===== src/hw/rtl/nrlbd_pkg.sv =====
`default_nettype none
package nrlbd_pkg;

    localparam int unsigned CODE_W    = 8;
    localparam int unsigned BYTE_W    = 8;
    localparam int unsigned PART_W    = 7;
    localparam int unsigned FILL_W    = 3;
    localparam int unsigned TOTAL_W   = 5;
    localparam int unsigned WORD_W    = 23;
    localparam logic [2:0]  LEN_MASK  = 3'b111;
    localparam logic [1:0]  MAX_BYTES = 2'd2;

    typedef logic [CODE_W-1:0]  code_t;
    typedef logic [BYTE_W-1:0]  byte_t;
    typedef logic [PART_W-1:0]  part_t;
    typedef logic [FILL_W-1:0]  fill_t;
    typedef logic [TOTAL_W-1:0] total_t;
    typedef logic [WORD_W-1:0]  word_t;

    // Run of equal bits from one 4-bit code: bit 3 value, bits 2..0 length minus one
    function automatic byte_t run_bits(input logic [3:0] code);
        byte_t ones;
        ones = 8'hFF >> (LEN_MASK - code[2:0]);
        return code[3] ? ones : 8'h00;
    endfunction

    function automatic logic [3:0] run_len(input logic [3:0] code);
        return {1'b0, code[2:0]} + 4'd1;
    endfunction

endpackage
`default_nettype wire


===== src/hw/rtl/nrlbd_in_if.sv =====
`default_nettype none
interface nrlbd_in_if;
    import nrlbd_pkg::*;

    logic  valid;
    logic  ready;
    code_t code_byte;
    logic  final_byte;

    modport source (output valid, output code_byte, output final_byte, input ready);
    modport sink   (input valid, input code_byte, input final_byte, output ready);
endinterface
`default_nettype wire


===== src/hw/rtl/nrlbd_out_if.sv =====
`default_nettype none
interface nrlbd_out_if;
    import nrlbd_pkg::*;

    logic  valid;
    logic  ready;
    byte_t data_byte;
    logic  last_of_item;

    modport source (output valid, output data_byte, output last_of_item, input ready);
    modport sink   (input valid, input data_byte, input last_of_item, output ready);
endinterface
`default_nettype wire


===== src/hw/rtl/nibble_run_length_bit_decoder.sv =====
// An accepted item passes through the input register and then the result register before its first byte leaves.
// Throughput: one item per cycle while each item completes at most one byte and the output is
// not stalled; an item that completes two bytes holds the single output register until both are taken.
// Items completing no byte pass through without using the output side.
// Reset (rst_n, asynchronous, active low) empties both registers, clears the partial byte
// and its fill count, and clears the padding flag.
`default_nettype none
module nibble_run_length_bit_decoder (
    input  wire                  clk,
    input  wire                  rst_n,
    input  wire                  cfg_we,
    input  wire                  cfg_data,
    nrlbd_in_if.sink             coded,
    nrlbd_out_if.source          decoded
);
    import nrlbd_pkg::*;

    logic        skip_reg;

    logic        in_valid_reg;
    code_t       in_code_reg;
    logic        in_final_reg;

    part_t       partial_reg, partial_next;
    fill_t       fill_reg, fill_next;

    logic [1:0]  left_reg;
    byte_t       b0_reg;
    byte_t       b1_reg;

    logic        skip_lo;
    logic [3:0]  hi_code, lo_code;
    logic [3:0]  hi_len, lo_len;
    byte_t       hi_bits, lo_bits;
    logic [4:0]  lo_shift;
    total_t      total;
    word_t       word;
    logic [1:0]  cnt;
    logic        out_fire;
    logic        buf_free;
    logic        advance;

    // Expand both runs (the low one skipped on a final byte with padding set) into one word behind the partial bits
    always_comb
    begin
        hi_code  = in_code_reg[7:4];
        lo_code  = in_code_reg[3:0];
        skip_lo  = in_final_reg & skip_reg;
        hi_len   = run_len(hi_code);
        lo_len   = skip_lo ? 4'd0 : run_len(lo_code);
        hi_bits  = run_bits(hi_code);
        lo_bits  = skip_lo ? 8'h00 : run_bits(lo_code);
        lo_shift = {2'b00, fill_reg} + {1'b0, hi_len};
        total    = lo_shift + {1'b0, lo_len};
        word     = {16'b0, partial_reg}
                 | ({15'b0, hi_bits} << fill_reg)
                 | ({15'b0, lo_bits} << lo_shift);
        cnt      = total[4:3];
    end

    always_comb
    begin
        case (cnt)
            2'd0:    partial_next = word[6:0];
            2'd1:    partial_next = word[14:8];
            default: partial_next = word[22:16];
        endcase
        fill_next = total[2:0];
        if (in_final_reg)
        begin
            partial_next = '0;
            fill_next    = '0;
        end
    end

    assign out_fire    = decoded.valid & decoded.ready;
    assign buf_free    = (left_reg == 2'd0) || ((left_reg == 2'd1) && decoded.ready);
    assign advance     = in_valid_reg && ((cnt == 2'd0) || buf_free);
    assign coded.ready = !in_valid_reg || advance;

    always_ff @(posedge clk or negedge rst_n)
    begin
        if (!rst_n)
            skip_reg <= 1'b0;
        else if (cfg_we)
            skip_reg <= cfg_data;
    end

    always_ff @(posedge clk or negedge rst_n)
    begin
        if (!rst_n)
            in_valid_reg <= 1'b0;
        else if (coded.ready)
            in_valid_reg <= coded.valid;
    end

    always_ff @(posedge clk)
    begin
        if (coded.ready && coded.valid)
        begin
            in_code_reg  <= coded.code_byte;
            in_final_reg <= coded.final_byte;
        end
    end

    always_ff @(posedge clk or negedge rst_n)
    begin
        if (!rst_n)
        begin
            partial_reg <= '0;
            fill_reg    <= '0;
        end
        else if (advance)
        begin
            partial_reg <= partial_next;
            fill_reg    <= fill_next;
        end
    end

    always_ff @(posedge clk or negedge rst_n)
    begin
        if (!rst_n)
            left_reg <= 2'd0;
        else if (advance && (cnt != 2'd0))
            left_reg <= cnt;
        else if (out_fire)
            left_reg <= left_reg - 2'd1;
    end

    // Second byte moves to the head once the first is taken
    always_ff @(posedge clk)
    begin
        if (advance && (cnt != 2'd0))
        begin
            b0_reg <= word[7:0];
            b1_reg <= word[15:8];
        end
        else if (out_fire && (left_reg == MAX_BYTES))
            b0_reg <= b1_reg;
    end

    assign decoded.valid        = (left_reg != 2'd0);
    assign decoded.data_byte    = b0_reg;
    assign decoded.last_of_item = (left_reg == 2'd1);

endmodule
`default_nettype wire


===== src/flat_wrapper.sv =====
// flat-port wrapper written by rule: the top's interface ports become plain ports
module nibble_run_length_bit_decoder_flat import nrlbd_pkg::*;
  (clk, rst_n, cfg_we, cfg_data, coded_valid, coded_code_byte, coded_final_byte, coded_ready, decoded_valid, decoded_data_byte, decoded_last_of_item, decoded_ready);
  nrlbd_in_if coded_i ();
  nrlbd_out_if decoded_i ();
  input  wire clk;
  input  wire rst_n;
  input  wire cfg_we;
  input  wire cfg_data;
  input wire logic [$bits(coded_i.valid)-1:0] coded_valid;
  input wire logic [$bits(coded_i.code_byte)-1:0] coded_code_byte;
  input wire logic [$bits(coded_i.final_byte)-1:0] coded_final_byte;
  output wire logic [$bits(coded_i.ready)-1:0] coded_ready;
  output wire logic [$bits(decoded_i.valid)-1:0] decoded_valid;
  output wire logic [$bits(decoded_i.data_byte)-1:0] decoded_data_byte;
  output wire logic [$bits(decoded_i.last_of_item)-1:0] decoded_last_of_item;
  input wire logic [$bits(decoded_i.ready)-1:0] decoded_ready;
  assign coded_i.valid = coded_valid;
  assign coded_i.code_byte = coded_code_byte;
  assign coded_i.final_byte = coded_final_byte;
  assign coded_ready = coded_i.ready;
  assign decoded_valid = decoded_i.valid;
  assign decoded_data_byte = decoded_i.data_byte;
  assign decoded_last_of_item = decoded_i.last_of_item;
  assign decoded_i.ready = decoded_ready;
  nibble_run_length_bit_decoder u_core (.clk(clk), .rst_n(rst_n), .cfg_we(cfg_we), .cfg_data(cfg_data), .coded(coded_i), .decoded(decoded_i));
endmodule

===== config.mk =====
export PLATFORM = sky130hd
export DESIGN_NAME = nibble_run_length_bit_decoder_flat
export DESIGN_NICKNAME = d
export VERILOG_FILES = /design/src/hw/rtl/nrlbd_pkg.sv /design/src/hw/rtl/nrlbd_in_if.sv /design/src/hw/rtl/nrlbd_out_if.sv /design/src/hw/rtl/nibble_run_length_bit_decoder.sv /design/src/flat_wrapper.sv
export SDC_FILE = /design/constraint.sdc
export NUM_CORES = 1
export LEC_CHECK = 0
export BUFFER_PORTS_ARGS = -buffer_cell sky130_fd_sc_hd__buf_2
export CAP_MARGIN = 20
export CORE_MARGIN = 1
export CORE_UTILIZATION = 60
export DETAILED_ROUTE_END_ITERATION = 12
export MAX_ROUTING_LAYER = met4
export PLACE_DENSITY = 0.79
export SYNTH_ARGS = -nofsm -noshare
export SYNTH_HDL_FRONTEND = slang
export SYNTH_SLANG_ARGS = --single-unit

===== constraint.sdc =====
create_clock -name clk -period 5.1 [get_ports clk]
set_input_delay 1.02 -clock clk [delete_from_list [all_inputs] [get_ports clk]]
set_output_delay 1.02 -clock clk [all_outputs]
set_load 0.05 [all_outputs]

Yosys cells after proc, flatten, opt, wreduce, memory -nomap -nowiden

Cells that the tools add are included.

Add/sub/neg operators: 7
Equal/unequal tests: 3
Shifts and indexed selects: 4
Mux-type cells: 11
Bitwise gates (word level): 4
Reduce and logical (&&, ||, !) cells: 15

Operators by type and width:

| operator            | count |
|---|---|
| $mux 8              | 5 |
| $or 23x23->23       | 1 |
| $or 7x23->23        | 1 |
| $shl 8x3->23        | 1 |
| $shl 8x5->23        | 1 |
| $shr 8x3->8 const A | 2 |
| $pmux 7 s2          | 1 |
| $add 3x1->4 const B | 2 |
| $reduce_bool 2->1   | 4 |
| $mux 7              | 1 |
| $sub 3x3->3 const A | 2 |
| $add 3x4->5         | 1 |
| $add 5x4->5         | 1 |
| $logic_and 1x1->1   | 5 |
| $eq 2x1->1 const B  | 2 |
| $logic_not 2->1     | 2 |
| $mux 2              | 2 |
| $mux 4              | 1 |
| $logic_or 1x1->1    | 3 |
| $mux 3              | 1 |
| $and 1x1->1         | 2 |
| $eq 2x2->1 const B  | 1 |
| $sub 2x1->2 const B | 1 |
| $logic_not 1->1     | 1 |

Flip-flop bits (word level): 39
Bits of input ports: 15
Output and inout bits: 11
Logic and storage cells: 53

Longest topological paths before layout

Depth after elaboration: 8
Depth in mapped cells: 16

Worst setup path before layout

Ideal clock, no wire load.

Kind: flip-flop to output port
Start: reg u_core.fill_reg[0]
End: out coded_ready
Data arrival time: 3.432 ns
Slack: 0.648 ns
Cell stages (with the launch flop): 14
Buffers on the path: 3
Path through: dfrtp_1 -> clkbuf_1 -> inv_1 -> ha_1 -> fa_1 -> xor2_1 -> inv_2 -> buf_2 -> ha_1 -> a211oi_1 -> and4_1 -> or2_1 -> buf_6 -> or3b_4

Cells in the longest elaborated chain, start to end: 6

Ends and longest elaborated chain:

| item                   | RTL line                             | source |
|---|---|---|
| start, declared        | nibble_run_length_bit_decoder.sv:25  | `fill_t fill_reg, fill_next;` |
| start signal, assigned | nibble_run_length_bit_decoder.sv:116 | `fill_reg <= fill_next;` |
| $add 3x4->5            | nibble_run_length_bit_decoder.sv:53  | `lo_shift = {2'b00, fill_reg} + {1'b0, hi_len};` |
| $add 5x4->5            | nibble_run_length_bit_decoder.sv:54  | `total = lo_shift + {1'b0, lo_len};` |
| $logic_not 2->1        | nibble_run_length_bit_decoder.sv:78  | `assign advance = in_valid_reg && ((cnt == 2'd0) \|\| buf_free);` |
| $logic_or 1x1->1       | nibble_run_length_bit_decoder.sv:78  |  |
| $logic_and 1x1->1      | nibble_run_length_bit_decoder.sv:78  |  |
| $logic_or 1x1->1       | nibble_run_length_bit_decoder.sv:79  | `assign coded.ready = !in_valid_reg \|\| advance;` |
| end, declared          | flat_wrapper.sv:13                   | `output wire logic [$bits(coded_i.ready)-1:0] coded_ready;` |

No other way between the ends.

Final worst setup path

Same ends and word-level chain as after synthesis.

==> impl_metrics.csv <==
group,metric,value,unit
synthesis,ys_top_cells_by_count,"nand2_1, edfxtp_1, nor2_1, a21oi_1, nand3_1",
global_routing,grt.overflow.total,0,
setup_path,start_kind,"register",
sta,setup_viol,0,
flow_run,drv_cap,0,
placed_design,gp_congestion,1.025,
sta,timing.setup.tns,0,ps
setup_path,r2r_slack,920,ps
synthesis,ys_ff_latch,39,
global_routing,antenna_found_initial,0,
finish,synthToLayoutAreaGrowth,8.757,%
placed_design,dp_slack,700.3,ps
synthesis,synth_nets,372,
synthesis,synth.avg_cell_area,8.883,µm²
floorplanning,die_w,73.06,µm
sta,max_slew_margin,30.83,%
setup_path,crit_path_top_delay_cell,"dfrtp_1",
setup_path,critical_path_buf_inv_count,3,
synthesis,async_flop_share,35.90,%
clock_network,htree_num_levels,2,
min_path,hold_start,"u_core.partial_reg[2]",
setup_path,cp.required,4080,ps
drt,firstDrtPassIters,7,
synthesis,yosysMostFrequentCell,"nand2_1",
synthesis,synth_area,0.003029,mm²
setup_path,end_kind,"output port",
global_routing,use_met3,4.834,%
sta,finalCriticalPeriod,4747,ps
floorplanning,core_area,0.004786,mm²
global_routing,grt_usage,32.81,%
synthesis,syn-instance-count,341,
placed_design,dpl_cell_area,0.003162,mm²
sta,hold_slack,499.2,ps
clock_network,cts_resized,0,
floorplanning,start_util,63.29,%
global_routing,first_global_vias,2538,
floorplanning,dieArea,0.005337,mm²
finish,fin_nets,388,
sta,setup_slack,353.5,ps
sta,hold_viol_final,0,
min_path,hold_class,"register to register",
setup_path,critPathKind,"register to output port",
global_routing,busiest_layer,"met2",
clock_network,numClockSinks,39,
sta,finalMaxSlewViolations,0,
global_routing,grt_first_pass_wirelength,12.71,mm
floorplanning,core.rowCount,25,
setup_path,worstPathCellList,"inv_1, ha_1, fa_1, xor2_1, inv_2, ha_1, a211oi_1, and4_1, or2_1, or3b_4, buf_2",
sta,fin_worst_skew,8.613,ps
clock_network,clkLatencyLatePin,300,ps
drt,routed_wl,7.802,mm
global_routing,met2_usage,52.67,%
setup_path,cp.arrival,3730,ps
synthesis,ys_types,70,
clock_network,clk_pin_slew,80,ps
drt,route.detailed.drc,0,
clock_network,cts_buffers,5,
run_status,outcome,"complete, no violations",
synthesis,ys_seq_area_share,36.35,%
sta,fmax,0.2107,GHz
drt,via_per_inst,6.424,
drt,drtIter0Drc,328,
sta,rsz0062_at_grt,"false",
setup_path,crit_family,"adder cells",
setup_path,reg2regPathDepth,13,
finish,final_area,0.003294,mm²
drt,wl_per_cell,18.36,µm
sta,period_share,93.07,%
clock_network,post_cts.repair.setup_buffers,0,
min_path,hold_depth,2,
min_path,holdPathEnd,"u_core.partial_reg[2]",
sta,tightest_slew,1034,ps
drt,vias,2730,
synthesis,synth_edf_count,25,
setup_path,cpPeakStageDelay,500,ps
finish,drive_above_1_share,14.80,%
setup_path,r2r_start,"u_core.fill_reg[0]",
synthesis,ys.flop_type,"edfxtp_1",
synthesis,synth.largest_area_cell,"edfxtp_1",
synthesis,ys_warn_count,0,
clock_network,clockRootBuffer,"clkbuf_8",
setup_path,critPathMostFrequentCell,"ha_1",
clock_network,ctsHoldBuffers,0,
synthesis,synth_top_area_share,24.78,%
global_routing,use_met1,42.62,%
placed_design,io_buffer_count,25,
placed_design,hpwl,5.876,mm
setup_path,critical_path.max_fanout,15,
drt,ant_nets,0,
synthesis,synth_area_leaders,"edfxtp_1, dfrtp_1, nand2_1",
finish,diodes,0,
clock_network,cts_tree,"done",
floorplanning,pin_count,26,
setup_path,worstReg2RegEnd,"u_core.decoded.data_byte[0]",
floorplanning,dieHeight,73.06,µm
global_routing,grt_start_max_net_pins,20,
clock_network,clk_path_buf_depth,2,
cell type report:
class | instances | area [µm²]
clock buffer | 6 | 72.57
clock inverter | 2 | 60.06
fill | 405 | 1491
inverter | 18 | 67.56
multi-input combinational | 264 | 1754
sequential | 39 | 1101
tap | 67 | 83.83
timing repair buffer | 29 | 155.1
cells in the final DEF (no fill, tap or decap), types with 3 or more instances in the layout:
| cell type | netlist | final |
|---|---|---|
| nand2_1 | 49 | 49 |
| buf_2 | 7 | 25 |
| edfxtp_1 | 25 | 25 |
| nor2_1 | 22 | 22 |
| nand3_1 | 19 | 19 |
| a21oi_1 | 19 | 19 |
| inv_1 | 14 | 14 |
| ha_1 | 14 | 14 |
| dfrtp_1 | 14 | 14 |
| o21ai_1 | 10 | 10 |
| a21o_1 | 9 | 9 |
| o21ai_0 | 8 | 8 |
| nand2b_1 | 7 | 7 |
| a31oi_1 | 6 | 6 |
| a211oi_1 | 6 | 6 |
| and2_1 | 5 | 5 |
| o22ai_1 | 5 | 5 |
| o21a_1 | 5 | 5 |
| clkbuf_8 | 0 | 5 |
| or2_1 | 4 | 4 |
| nor3_1 | 4 | 4 |
| a22o_1 | 4 | 4 |
| o211ai_1 | 4 | 4 |
| buf_4 | 0 | 4 |
| inv_2 | 3 | 3 |
| a32oi_1 | 3 | 3 |
| nor3b_1 | 3 | 3 |
| o221ai_1 | 3 | 3 |
| nor2b_1 | 3 | 3 |
| o31ai_1 | 3 | 3 |
per-layer routing:
metal / wire (µm) / vias up
li1: - / 1292
met1: 3292 / 1264
met2: 3780 / 145
met3: 510 / 29
met4: 219 / 0
met5: 0 / -
cell families (layout without fill, tap and decap cells):
family	count (synthesis)	in the layout	share of synthesized area [%]
AND/OR/NAND/NOR	129	129	20.86
AO/OA/AOI/OAI	113	113	28.05
flip-flops	39	39	36.35
buffers and inverters	38	55	5.741
adder cells (fa/ha/maj)	17	17	7.435
XOR/XNOR	3	3	0.8676
multiplexers	2	2	0.7022
worst max path at each step:
stage,cells after the start,slack (ps),from,to
floorplan,13,650,u_core.fill_reg[0],coded_ready
global placement,9,770,u_core.fill_reg[1],coded_ready
detailed placement,11,700,u_core.fill_reg[0],coded_ready
CTS,11,370,u_core.fill_reg[0],coded_ready
global route,11,160,u_core.fill_reg[0],coded_ready
finish,11,350,u_core.fill_reg[0],coded_ready
metrics by stage:
step                      utilization [%]  std cells
after floorplan                         -        341
after global placement              66.07        417
after detailed placement            66.07        417
after CTS                           68.84        425
after global routing                68.84        425
final                               68.84        425
worst reg2reg max path, cell delays in order (launching register included):
cell	delay [ps]
dfrtp_1	500
inv_1	140
ha_1	240
fa_1	430
xor2_1	250
inv_2	170
ha_1	480
a211oi_1	110
and4_1	250
or2_1	250
buf_4	180
nand3b_4	260
inv_2	240
o21a_1	360
Power is left out: the tool's default activity adds up to more than one toggle a clock period on the data nets, which glitch-free logic cannot reach.
